===== src/design/hslc_pkg.sv =====
// Package for the HSL to RGB converter: widths, fixed-point constants and shared types.
`default_nettype none

package hslc_pkg;

    // Fraction bits of the hue, saturation and lightness inputs (1.0 = 2^FRAC_BITS)
    localparam int FRAC_BITS = 15;

    localparam int HUE_W = FRAC_BITS;           // hue port width
    localparam int IN_W  = FRAC_BITS + 1;       // saturation/lightness width, holds 1.0
    localparam int T_W   = FRAC_BITS + 2;       // 3*hue, below 3.0
    localparam int K_W   = FRAC_BITS + 1;       // ramp weight, 0 .. 1.0
    localparam int P_W   = 2 * FRAC_BITS + 1;   // bounds at 2*FRAC_BITS fraction bits
    localparam int ACC_W = 3 * FRAC_BITS + 1;   // ramp value at 3*FRAC_BITS fraction bits
    localparam int OUT_W = 16;                  // color channel width
    localparam int RES_W = OUT_W + 1;           // rounded channel before saturation
    localparam int RES_SHIFT = 3 * FRAC_BITS - OUT_W;

    // 1.0 at the input scale and one third of a turn at the 3*hue scale
    localparam logic [IN_W-1:0] ONE_IN  = IN_W'(1 << FRAC_BITS);
    localparam logic [IN_W-1:0] HALF_IN = IN_W'(1 << (FRAC_BITS - 1));
    localparam logic [T_W:0]    ONE_T   = (T_W + 1)'(1 << FRAC_BITS);
    localparam logic [T_W:0]    TWO_T   = (T_W + 1)'(2 << FRAC_BITS);
    localparam logic [T_W:0]    THREE_T = (T_W + 1)'(3 << FRAC_BITS);

    // Rounding constant: one half of the output LSB
    localparam logic [ACC_W-1:0] RND = ACC_W'(1) << (RES_SHIFT - 1);

    // Load enables of the pipeline stages shared with the channel units
    typedef struct packed {
        logic ld2;
        logic ld3;
        logic ld4;
    } stage_en_t;

endpackage

`default_nettype wire


===== src/design/hslc_chan.sv =====
// One color channel: hue ramp weight, scaling multiply, rounding and saturation.
`default_nettype none

module hslc_chan (
    input  wire logic                          clk,
    input  wire hslc_pkg::stage_en_t           en,
    input  wire logic [hslc_pkg::T_W-1:0]      t,      // 3*hue, stage 1
    input  wire logic [hslc_pkg::P_W-1:0]      dw,     // m2 - m1, stage 2
    input  wire logic [hslc_pkg::P_W-1:0]      m1w,    // lower bound, stage 3
    output logic      [hslc_pkg::OUT_W-1:0]    chan
);

    localparam int F = hslc_pkg::FRAC_BITS;

    logic [hslc_pkg::K_W-1:0]                   k_reg, k_next;
    logic [hslc_pkg::T_W:0]                     two_t;
    logic [hslc_pkg::T_W:0]                     fall;
    logic [hslc_pkg::P_W+hslc_pkg::K_W-1:0]     prod_reg, prod_next;
    logic [hslc_pkg::ACC_W-1:0]                 sum;
    logic [hslc_pkg::RES_W-1:0]                 res;
    logic [hslc_pkg::OUT_W-1:0]                 chan_reg, chan_next;

    // Piecewise ramp weight: rising sixth, flat top, falling sixth, floor
    always_comb
    begin
        two_t = {t, 1'b0};
        fall  = (hslc_pkg::TWO_T << 1) - two_t;
        if (two_t < hslc_pkg::ONE_T)
        begin
            k_next = two_t[hslc_pkg::K_W-1:0];
        end
        else if (two_t < hslc_pkg::THREE_T)
        begin
            k_next = hslc_pkg::ONE_IN;
        end
        else if ({1'b0, t} < hslc_pkg::TWO_T)
        begin
            k_next = fall[hslc_pkg::K_W-1:0];
        end
        else
        begin
            k_next = '0;
        end
    end

    // Span times weight
    assign prod_next = dw * k_reg;

    // m1 + d*k, rounded half up to 16 bits, 1.0 saturates
    always_comb
    begin
        sum = {m1w, {F{1'b0}}} + prod_reg[hslc_pkg::ACC_W-1:0] + hslc_pkg::RND;
        res = hslc_pkg::RES_W'(sum >> hslc_pkg::RES_SHIFT);
        chan_next = res[hslc_pkg::OUT_W] ? '1 : res[hslc_pkg::OUT_W-1:0];
    end

    always_ff @(posedge clk)
    begin
        if (en.ld2)
        begin
            k_reg <= k_next;
        end
        if (en.ld3)
        begin
            prod_reg <= prod_next;
        end
        if (en.ld4)
        begin
            chan_reg <= chan_next;
        end
    end

    assign chan = chan_reg;

endmodule

`default_nettype wire


===== src/design/hsl_to_rgb_convert_core.sv =====
// HSL to RGB converter: four register stages, one pixel per clock while out_ready does not stall the output.
// A pixel accepted at a clock edge passes through the stage 1, 2, 3 and 4 registers in turn; stage 4 drives the output.
// Throughput: one pixel per clock unless the output stalls; the stages move independently, so bubbles close up.
// A stalled output holds its pixel while earlier stages keep filling behind it.
// Reset (rst_n low, asynchronous) clears all stage valid bits; data registers keep no reset.
`default_nettype none

module hsl_to_rgb_convert_core (
    input  wire logic                          clk,
    input  wire logic                          rst_n,
    input  wire logic                          in_valid,
    output logic                               in_ready,
    input  wire logic [hslc_pkg::HUE_W-1:0]    hue_frac,
    input  wire logic [hslc_pkg::IN_W-1:0]     saturation,
    input  wire logic [hslc_pkg::IN_W-1:0]     lightness,
    output logic                               out_valid,
    input  wire logic                          out_ready,
    output logic      [hslc_pkg::OUT_W-1:0]    red,
    output logic      [hslc_pkg::OUT_W-1:0]    green,
    output logic      [hslc_pkg::OUT_W-1:0]    blue
);

    localparam int F = hslc_pkg::FRAC_BITS;

    // Stage valid bits and ready chain
    logic v1_reg, v2_reg, v3_reg, v4_reg;
    logic rdy1, rdy2, rdy3, rdy4;
    logic ld1;
    hslc_pkg::stage_en_t en;

    // Stage 1 signals
    logic [hslc_pkg::IN_W-1:0]      s_c, l_c;
    logic [hslc_pkg::T_W:0]         t_g, t_r_sum, t_b_sum, t_r, t_b;
    logic [2*hslc_pkg::IN_W-1:0]    ls_prod;
    logic [hslc_pkg::T_W-1:0]       tr_s1_reg, tg_s1_reg, tb_s1_reg;
    logic [hslc_pkg::P_W-1:0]       p_s1_reg;
    logic [hslc_pkg::IN_W-1:0]      s_s1_reg, l_s1_reg;

    // Stage 2 signals
    logic [hslc_pkg::P_W-1:0]       lf, sf, diff;
    logic [hslc_pkg::P_W:0]         m1_wide;
    logic [hslc_pkg::P_W-1:0]       m1w_next, dw_next;
    logic [hslc_pkg::P_W-1:0]       m1w_s2_reg, dw_s2_reg;

    // Stage 3 signals
    logic [hslc_pkg::P_W-1:0]       m1w_s3_reg;

    // Elastic pipeline: a stage loads when the next one is empty or loading
    always_comb
    begin
        rdy4 = !v4_reg || out_ready;
        rdy3 = !v3_reg || rdy4;
        rdy2 = !v2_reg || rdy3;
        rdy1 = !v1_reg || rdy2;
        ld1    = in_valid && rdy1;
        en.ld2 = v1_reg && rdy2;
        en.ld3 = v2_reg && rdy3;
        en.ld4 = v3_reg && rdy4;
    end

    assign in_ready  = rdy1;
    assign out_valid = v4_reg;

    always_ff @(posedge clk or negedge rst_n)
    begin
        if (!rst_n)
        begin
            v1_reg <= 1'b0;
            v2_reg <= 1'b0;
            v3_reg <= 1'b0;
            v4_reg <= 1'b0;
        end
        else
        begin
            if (rdy1)
            begin
                v1_reg <= in_valid;
            end
            if (rdy2)
            begin
                v2_reg <= v1_reg;
            end
            if (rdy3)
            begin
                v3_reg <= v2_reg;
            end
            if (rdy4)
            begin
                v4_reg <= v3_reg;
            end
        end
    end

    // Stage 1: clamp, l*s, hue scaled to thirds and offset per channel
    always_comb
    begin
        s_c = (saturation > hslc_pkg::ONE_IN) ? hslc_pkg::ONE_IN : saturation;
        l_c = (lightness > hslc_pkg::ONE_IN) ? hslc_pkg::ONE_IN : lightness;
        ls_prod = l_c * s_c;
        t_g = (hslc_pkg::T_W + 1)'(hue_frac) + (hslc_pkg::T_W + 1)'({hue_frac, 1'b0});
        t_r_sum = t_g + hslc_pkg::ONE_T;
        t_b_sum = t_g + hslc_pkg::TWO_T;
        t_r = (t_r_sum >= hslc_pkg::THREE_T) ? t_r_sum - hslc_pkg::THREE_T : t_r_sum;
        t_b = (t_b_sum >= hslc_pkg::THREE_T) ? t_b_sum - hslc_pkg::THREE_T : t_b_sum;
    end

    always_ff @(posedge clk)
    begin
        if (ld1)
        begin
            tr_s1_reg <= t_r[hslc_pkg::T_W-1:0];
            tg_s1_reg <= t_g[hslc_pkg::T_W-1:0];
            tb_s1_reg <= t_b[hslc_pkg::T_W-1:0];
            p_s1_reg  <= ls_prod[hslc_pkg::P_W-1:0];
            s_s1_reg  <= s_c;
            l_s1_reg  <= l_c;
        end
    end

    // Stage 2: bounds m1 and span d = m2 - m1 at 2*FRAC_BITS fraction bits
    always_comb
    begin
        lf = {l_s1_reg, {F{1'b0}}};
        sf = {s_s1_reg, {F{1'b0}}};
        m1_wide = {1'b0, lf} + {1'b0, p_s1_reg} - {1'b0, sf};
        diff = sf - p_s1_reg;
        if (l_s1_reg <= hslc_pkg::HALF_IN)
        begin
            // m2 = l*(1+s): m1 = l - l*s, d = 2*l*s
            m1w_next = lf - p_s1_reg;
            dw_next  = {p_s1_reg[hslc_pkg::P_W-2:0], 1'b0};
        end
        else
        begin
            // m2 = l + s - l*s: m1 = l - s + l*s, d = 2*(s - l*s)
            m1w_next = m1_wide[hslc_pkg::P_W-1:0];
            dw_next  = {diff[hslc_pkg::P_W-2:0], 1'b0};
        end
    end

    always_ff @(posedge clk)
    begin
        if (en.ld2)
        begin
            m1w_s2_reg <= m1w_next;
            dw_s2_reg  <= dw_next;
        end
        if (en.ld3)
        begin
            m1w_s3_reg <= m1w_s2_reg;
        end
    end

    // Stages 2 to 4 per channel
    hslc_chan u_red (
        .clk  (clk),
        .en   (en),
        .t    (tr_s1_reg),
        .dw   (dw_s2_reg),
        .m1w  (m1w_s3_reg),
        .chan (red)
    );

    hslc_chan u_green (
        .clk  (clk),
        .en   (en),
        .t    (tg_s1_reg),
        .dw   (dw_s2_reg),
        .m1w  (m1w_s3_reg),
        .chan (green)
    );

    hslc_chan u_blue (
        .clk  (clk),
        .en   (en),
        .t    (tb_s1_reg),
        .dw   (dw_s2_reg),
        .m1w  (m1w_s3_reg),
        .chan (blue)
    );

    // A full stage 3 moves into a free or draining output register
    a_flow: assert property (@(posedge clk) disable iff (!rst_n)
        (v3_reg && (!v4_reg || out_ready)) |=> out_valid)
        else $error("stage 3 pixel did not reach the output");

    // An output that is taken frees the whole chain
    a_ready: assert property (@(posedge clk) disable iff (!rst_n)
        out_ready |-> in_ready)
        else $error("input stalled while output drains");

    // Upper bound m1 + d stays within 1.0
    a_bound: assert property (@(posedge clk) disable iff (!rst_n)
        v2_reg |-> (({1'b0, m1w_s2_reg} + {1'b0, dw_s2_reg})
                    <= ((hslc_pkg::P_W + 1)'(1) << (2 * F))))
        else $error("HSL bounds out of range");

endmodule

`default_nettype wire

===== config.mk =====
export PLATFORM = sky130hd
export DESIGN_NAME = hsl_to_rgb_convert_core
export DESIGN_NICKNAME = d
export VERILOG_FILES = /design/src/design/hslc_pkg.sv /design/src/design/hslc_chan.sv /design/src/design/hsl_to_rgb_convert_core.sv
export SDC_FILE = /design/constraint.sdc
export NUM_CORES = 2
export LEC_CHECK = 0
export BUFFER_PORTS_ARGS = -buffer_cell sky130_fd_sc_hd__buf_2
export CAP_MARGIN = 20
export CORE_UTILIZATION = 47
export CTS_CLUSTER_SIZE = 14
export DETAILED_ROUTE_END_ITERATION = 6
export PLACE_DENSITY = 0.71
export SLEW_MARGIN = 10
export SYNTH_ARGS = -nofsm -noshare
export SYNTH_HDL_FRONTEND = slang
export SYNTH_SLANG_ARGS = --single-unit
export TNS_END_PERCENT = 30

===== constraint.sdc =====
create_clock -name clk -period 8.9 [get_ports clk]
set_input_delay 0.445 -clock clk [delete_from_list [all_inputs] [get_ports clk]]
set_output_delay 0.445 -clock clk [all_outputs]
set_load 0.05 [all_outputs]

* Yosys cells after proc, flatten, opt, wreduce, memory -nomap -nowiden
Cells that the tools add are included.
** Cells by class
- Add/subtract/negate cells :: 18
- Multipliers :: 4
- Div/mod/pow operators :: 0
- Order comparisons :: 14
- Eq/ne operators :: 0
- Shifts and indexed selects :: 0
- Mux-type cells :: 15
- Bitwise operators :: 3
- Reduce and logical (&&, ||, !) cells :: 15
** Operators by type and width (count)
- 16-bit 2-to-1 mux :: 11
- 46-bit by 29-bit adder with 46-bit output (second input constant) :: 3
- 46-bit adder :: 3
- 31-bit by 16-bit multiplier with 46-bit output :: 3
- 31-bit 2-to-1 mux :: 2
- 31-bit subtractor :: 2
- 18-bit by 16-bit less-than comparator with 1-bit output (second input constant) :: 3
- 18-bit by 17-bit less-than comparator with 1-bit output (second input constant) :: 3
- 17-bit less-than comparator (second input constant) :: 3
- 1-bit by 16-bit subtractor with 16-bit output (first input constant) :: 3
- 18-bit by 17-bit >= comparator with 1-bit output (second input constant) :: 2
- 17-bit 2-to-1 mux :: 2
- 17-bit subtractor (second input constant) :: 2
- 16-bit greater-than comparator (second input constant) :: 2
- 31-bit adder :: 1
- 16-bit by 16-bit multiplier with 31-bit output :: 1
- 30-bit subtractor :: 1
- 17-bit by 16-bit adder with 18-bit output (second input constant) :: 1
- 17-bit by 17-bit adder with 18-bit output (second input constant) :: 1
- 15-bit by 16-bit adder with 17-bit output :: 1
- 16-bit by 15-bit less-or-equal comparator with 1-bit output (second input constant) :: 1
- 3-bit OR reduction :: 3
- 1-bit logical AND :: 4
- 1-bit zero test :: 4
- 2 further kinds :: 7
** Storage, ports and cells
- Register bits :: 445
- Bits in latches :: 0
- RAM bits :: 0
- ROM bits :: 0
- Input bits :: 51
- Output and inout bits :: 50
- Logic and storage cells :: 94
- Memories :: 0

* Longest topological paths before layout
- Word-level depth :: 6
- Mapped depth :: 30
- Gate-level depth less buffers :: 27

* Hierarchy
Synthesis repeated with hierarchy kept, for this count alone.
** Second synthesis, totals
- Cells, all modules :: 7906
- Area, all modules :: 73859.6 um2
** Modules (own cells, without submodules)
- hsl_to_rgb_convert_core :: times used 1, cells each 1999, area an instance 19132.1 um2, seq. area each 5355.1 um2
- hslc_chan at u_red :: times used 1, cells each 1980, area an instance 18336.3 um2, seq. area each 1861.8 um2
- hslc_chan at u_blue :: times used 1, cells each 1982, area an instance 18318.8 um2, seq. area each 1861.8 um2
- hslc_chan at u_green :: times used 1, cells each 1945, area an instance 18072.3 um2, seq. area each 1861.8 um2

* Least setup slack after synthesis
OpenSTA, ideal clock, no wires.
- Path kind :: register to register
- Start :: reg u_green.k_reg[1] in the netlist's numbering
- End :: reg u_green.prod_reg[44] in the netlist's numbering, data pin
- Setup time :: 262 ps
- Arrival :: 6690 ps
- Slack :: 1948 ps
- Cell stages (with the launch flop) :: 26
- Path buffers :: 2
- Cell sequence :: edfxtp_1 > clkbuf_1 > clkbuf_1 > nand2_1 > fa_1 > inv_1 > fa_1 > inv_1 > fa_1 > inv_1 > fa_1 > inv_1 > fa_1 > inv_1 > fa_1 > ha_1 > a21oi_1 > o21ai_1 > a211oi_2 > a21boi_2 > a2111o_1 > and4bb_4 > or3_4 > a311oi_4 > o21bai_1 > xor2_1
** On the way
- Cells in the longest elaborated chain, start to end :: 1
** RTL lines
- from (decl) :: RTL line hslc_chan.sv:15 : logic [hslc_pkg::K_W-1:0] k_reg, k_next;
- from (signal assigned) :: RTL line hslc_chan.sv:61 : k_reg <= k_next;
- 31-bit by 16-bit multiplier with 46-bit output :: RTL line hslc_chan.sv:47 : assign prod_next = dw * k_reg;
- net u_green.prod_next, one bit :: RTL line hslc_chan.sv:18 : logic [hslc_pkg::P_W+hslc_pkg::K_W-1:0] prod_reg, prod_next;
- to (signal assigned) :: RTL line hslc_chan.sv:65 : prod_reg <= prod_next;
- to (decl) :: RTL line hslc_chan.sv:18
The timed path passes the listed nets, and every way through them passes these cells.
A chain may end at the register's enable or synchronous reset.

* Worst setup path after layout
- Start :: reg dw_s2_reg[13] in the netlist's numbering
- End :: reg u_blue.prod_reg[45] in the netlist's numbering, data pin
** On the way
- Cells in the longest elaborated chain, start to end :: 1
** RTL lines
- from (decl) :: RTL line hsl_to_rgb_convert_core.sv:43 : logic [hslc_pkg::P_W-1:0] m1w_s2_reg, dw_s2_reg;
- from (signal assigned) :: RTL line hsl_to_rgb_convert_core.sv:146 : dw_s2_reg <= dw_next;
- 31-bit by 16-bit multiplier with 46-bit output :: RTL line hslc_chan.sv:47
- net u_blue.prod_next, one bit :: RTL line hslc_chan.sv:18
- to (signal assigned) :: RTL line hslc_chan.sv:65
- to (decl) :: RTL line hslc_chan.sv:18
The timed path passes the listed nets, and every way through them passes these cells.

==> summary.md <==
| Metric | Value |
|---|---|
| Max-cap violations | 0 |
| RSZ-0062 raised after global routing | false |
| Fin Setup TNS | 0 ns |
| Reg-to-reg endpoint | u_blue.prod_reg[45] |
| Number of global-route vias before repair | 54,400 |
| CP most frequent cell | fa_1 |
| I/O pin count | 101 |
| Yosys cell types | 90 |
| Post-synthesis compound-gate area fraction | 6.06% |
| Multi-input gate area | 52,300 um^2 |
| Critical path, cell by cell | nand2_1 > fa_1 > inv_1 > fa_1 > inv_1 > fa_1 > inv_1 > fa_1 > inv_1 > fa_1 > inv_1 > fa_1 > ha_1 > and4b_1 > a41oi_1 > o211ai_1 > o221ai_1 > o211ai_1 > o21ai_0 > o21ai_0 > a21o_1 > o41ai_1 > xnor2_1 |
| Synth area leaders | fa_1 (37%), edfxtp_1 (15%), ha_1 (13%) |
| Synth warn | 0 |
| Final Hold Fails | 0 |
| Total global-route track usage | 24.1% |
| Max stage delay cell, worst path | edfxtp_1 |
| Routability congestion estimate | 0.925 |
| Final Max Slew Viols | 0 |
| Port Buf Inserts | 100 |
| Clock Skew | 0.0371 ns |
| Post-Syn Instances | 7,575 |
| Root Buffer | clkbuf_16 |
| FFs w/ async S/R, synth | 1.10% |
| CTS Sinks | 365 |
| Post-route ant nets | 0 |
| Post-route cell area | 75,000 um^2 |
| Count leader, synth | inv_1 |
| Crit path DAT | 8.17 ns |
| Commonest cells in the synthesized netlist | inv_1 (1,614), fa_1 (1,292), nand2_1 (1,203) |
| CTS max path bufs | 3 |
| Slowest stage delay, CP | 1.04 ns |
| Hold_ws | 0.0888 ns |
| CP max FO | 19 |
| Initial antenna violation count | 3 |
| Layout cell share with drive strength beyond 1 | 4.32% |
| Mux contribution to synthesized area | 0.0850% |
| Syn nets | 9,669 |
| Status | complete, no violations |
| Via count | 51,200 |
| Synth Area in XOR/XNOR | 3.28% |
| Synth Area in Adders | 49.9% |
| DIE AREA | 152,000 um^2 |
| Syn Area/Cell | 9.33 um^2 |
| DRT iter0 DRCs | 3,385 |
| WL/cell | 18.8 um |
| Buf/Inv on CP | 5 |
| Min-Delay Endpoint | tr_s1_reg[0] |
| Vias per std cell | 5.37 |
| NumNets Final | 9,591 |
| Post-synthesis sequential area ratio | 15.5% |
| Rows | 141 |
| Post-synth EDFFs | 361 |
| Required @ worst endpoint | 9.28 ns |
| Final setup vio count | 0 |
| Reg2reg start | dw_s2_reg[13] |
| Synthesized area | 70,700 um^2 |
| First-pass GRT wire length | 290 mm |
| CTS tree | built |
| Most used DFF post-synth | edfxtp_1 |
| Starting Density | 47.6% |
| Die W | 390 um |
| Post-DP HPWL | 143 mm |
| Min-Delay Startpoint | hue_frac[0] |
| Setup CP Type | reg -> reg |
| Total Wirelength | 179 mm |
| Worst Reg-to-Reg Cells | 23 |
| CP Launch Type | flop |
| Simple-gate share of the synthesized area | 14.7% |
| Reg-to-reg slack, setup | 1.11 ns |
| #FFs+latches synth | 365 |
| Final min period | 7.79 ns |
| Largest net degree at the start of global routing | 73 |
| DR DRC count | 0 |
| Reg area | 10,900 um^2 |
| Clk slew on worst S/H paths | 0.07 ns |
| Core Box Area | 149,000 um^2 |
| Worst slew margin | 19.6% |
| Top cell type's share of synthesized area | 36.6% |
| Delay-heaviest family, CP | adder cells |
| CP Capture Type | flop |
| Top cell type by total area after synthesis | fa_1 |
| Largest family of logic cells by synthesized area | adder cells |
| Hold Path Depth | 1 |
| Clk_lat worst skew | 0.63 ns |
| Die Y | 390 um |
| Worst-Margin Slew | 1.21 ns |
| GRT overflow | 0 |
| DR pass1 iterations | 6 |
| DP Area | 73,300 um^2 |
| Max frequency | 128 MHz |
| Part of the cycle the worst path needs | 87.6% |
| TritonCTS buffer count | 42 |
| H-Tree Depth | 2 |
| Synth-to-layout area growth | 6.13% |
| Hold crit path type | in -> reg |
| Fillers | 13,500 |
[worst reg2reg max path, cell delays in order, from the launching register on]
cell and delay, ns:
edfxtp_1 1.04, nand2_1 0.23, fa_1 0.58, inv_1 0.05
fa_1 0.52, inv_1 0.05, fa_1 0.50, inv_1 0.06
fa_1 0.53, inv_1 0.05, fa_1 0.48, inv_1 0.05
fa_1 0.43, ha_1 0.32, and4b_1 0.21, a41oi_1 0.17
o211ai_1 0.26, o221ai_1 0.30, o211ai_1 0.23, o21ai_0 0.48
o21ai_0 0.35, a21o_1 0.26, o41ai_1 0.31, xnor2_1 0.10
[layout by cell type, fill, tap and decap left out, types with 32 or more instances in the layout]
master / synthesis / routed
a21o_1: 88 / 88
a21oi_1: 173 / 172
a22oi_1: 37 / 37
and2_1: 458 / 455
buf_2: 1 / 100
buf_4: 0 / 106
clkbuf_16: 0 / 46
edfxtp_1: 361 / 361
fa_1: 1292 / 1292
ha_1: 751 / 751
inv_1: 1614 / 1614
nand2_1: 1203 / 1203
nand2b_1: 45 / 45
nand3_1: 43 / 43
nand4_1: 32 / 32
nor2_1: 323 / 323
nor3_1: 51 / 51
o21ai_0: 119 / 119
xnor2_1: 187 / 187
xor2_1: 78 / 78
[cell families after synthesis]
| group | after synthesis |
|---|---|
| fa+ha+maj | 2043 |
| flops | 365 |
| buf+inv | 1971 |
| simple gates | 2277 |
| mux | 6 |
| compound gates | 648 |
| xor+xnor | 265 |
[per-layer routing]
metal	up-vias	track usage, %	share of wire (%)
met5	-	0	0.010
met4	2	7.72	3.2
met3	358	3.56	7.0
met2	1822	41.0	49
met1	26000	31.6	41
li1	23000	-	-
[cell type report]
type | instances | area share [%]
antenna | 1 | 0.00334
clock buffer | 48 | 1.43
clock inverter | 29 | 0.494
inverter | 1626 | 8.14
multi-input combinational | 5239 | 69.8
sequential | 365 | 14.6
tap | 2002 | 3.34
timing repair buffer | 223 | 2.20
[what timing repair did]
action                                 CTS  global route
resized for setup                        0             0
hold buffers                             2             0
buffers inserted                         0             0
endpoints found under the hold margin    5             0
[per-stage QoR]
stage | worst slack, ns | cells | util [%]
final | 1.11 | 9533 | 50.5
after global routing | 0.850 | 9532 | 50.5
after CTS | 1.08 | 9523 | 50.3
after detailed placement | 1.01 | 9444 | 49.4
after global placement | 1.23 | 9441 | 49.3
after floorplan | 1.95 | 7575 | -
[worst max path at each step]
stage / slack, ns / start / depth (start not counted) / endpoint
after global placement: 1.23 / saturation[0] / 27 / p_s1_reg[27]
after detailed placement: 1.01 / lightness[3] / 26 / p_s1_reg[27]
final: 1.11 / dw_s2_reg[13] / 23 / u_blue.prod_reg[45]
after CTS: 1.08 / dw_s2_reg[6] / 22 / u_red.prod_reg[42]
after global routing: 0.85 / dw_s2_reg[13] / 24 / u_red.prod_reg[42]
after floorplan: 1.95 / u_green.k_reg[1] / 25 / u_green.prod_reg[44]
Power is left out: the tool's default activity adds up to more than one toggle a clock period on the data nets, which glitch-free logic cannot reach.
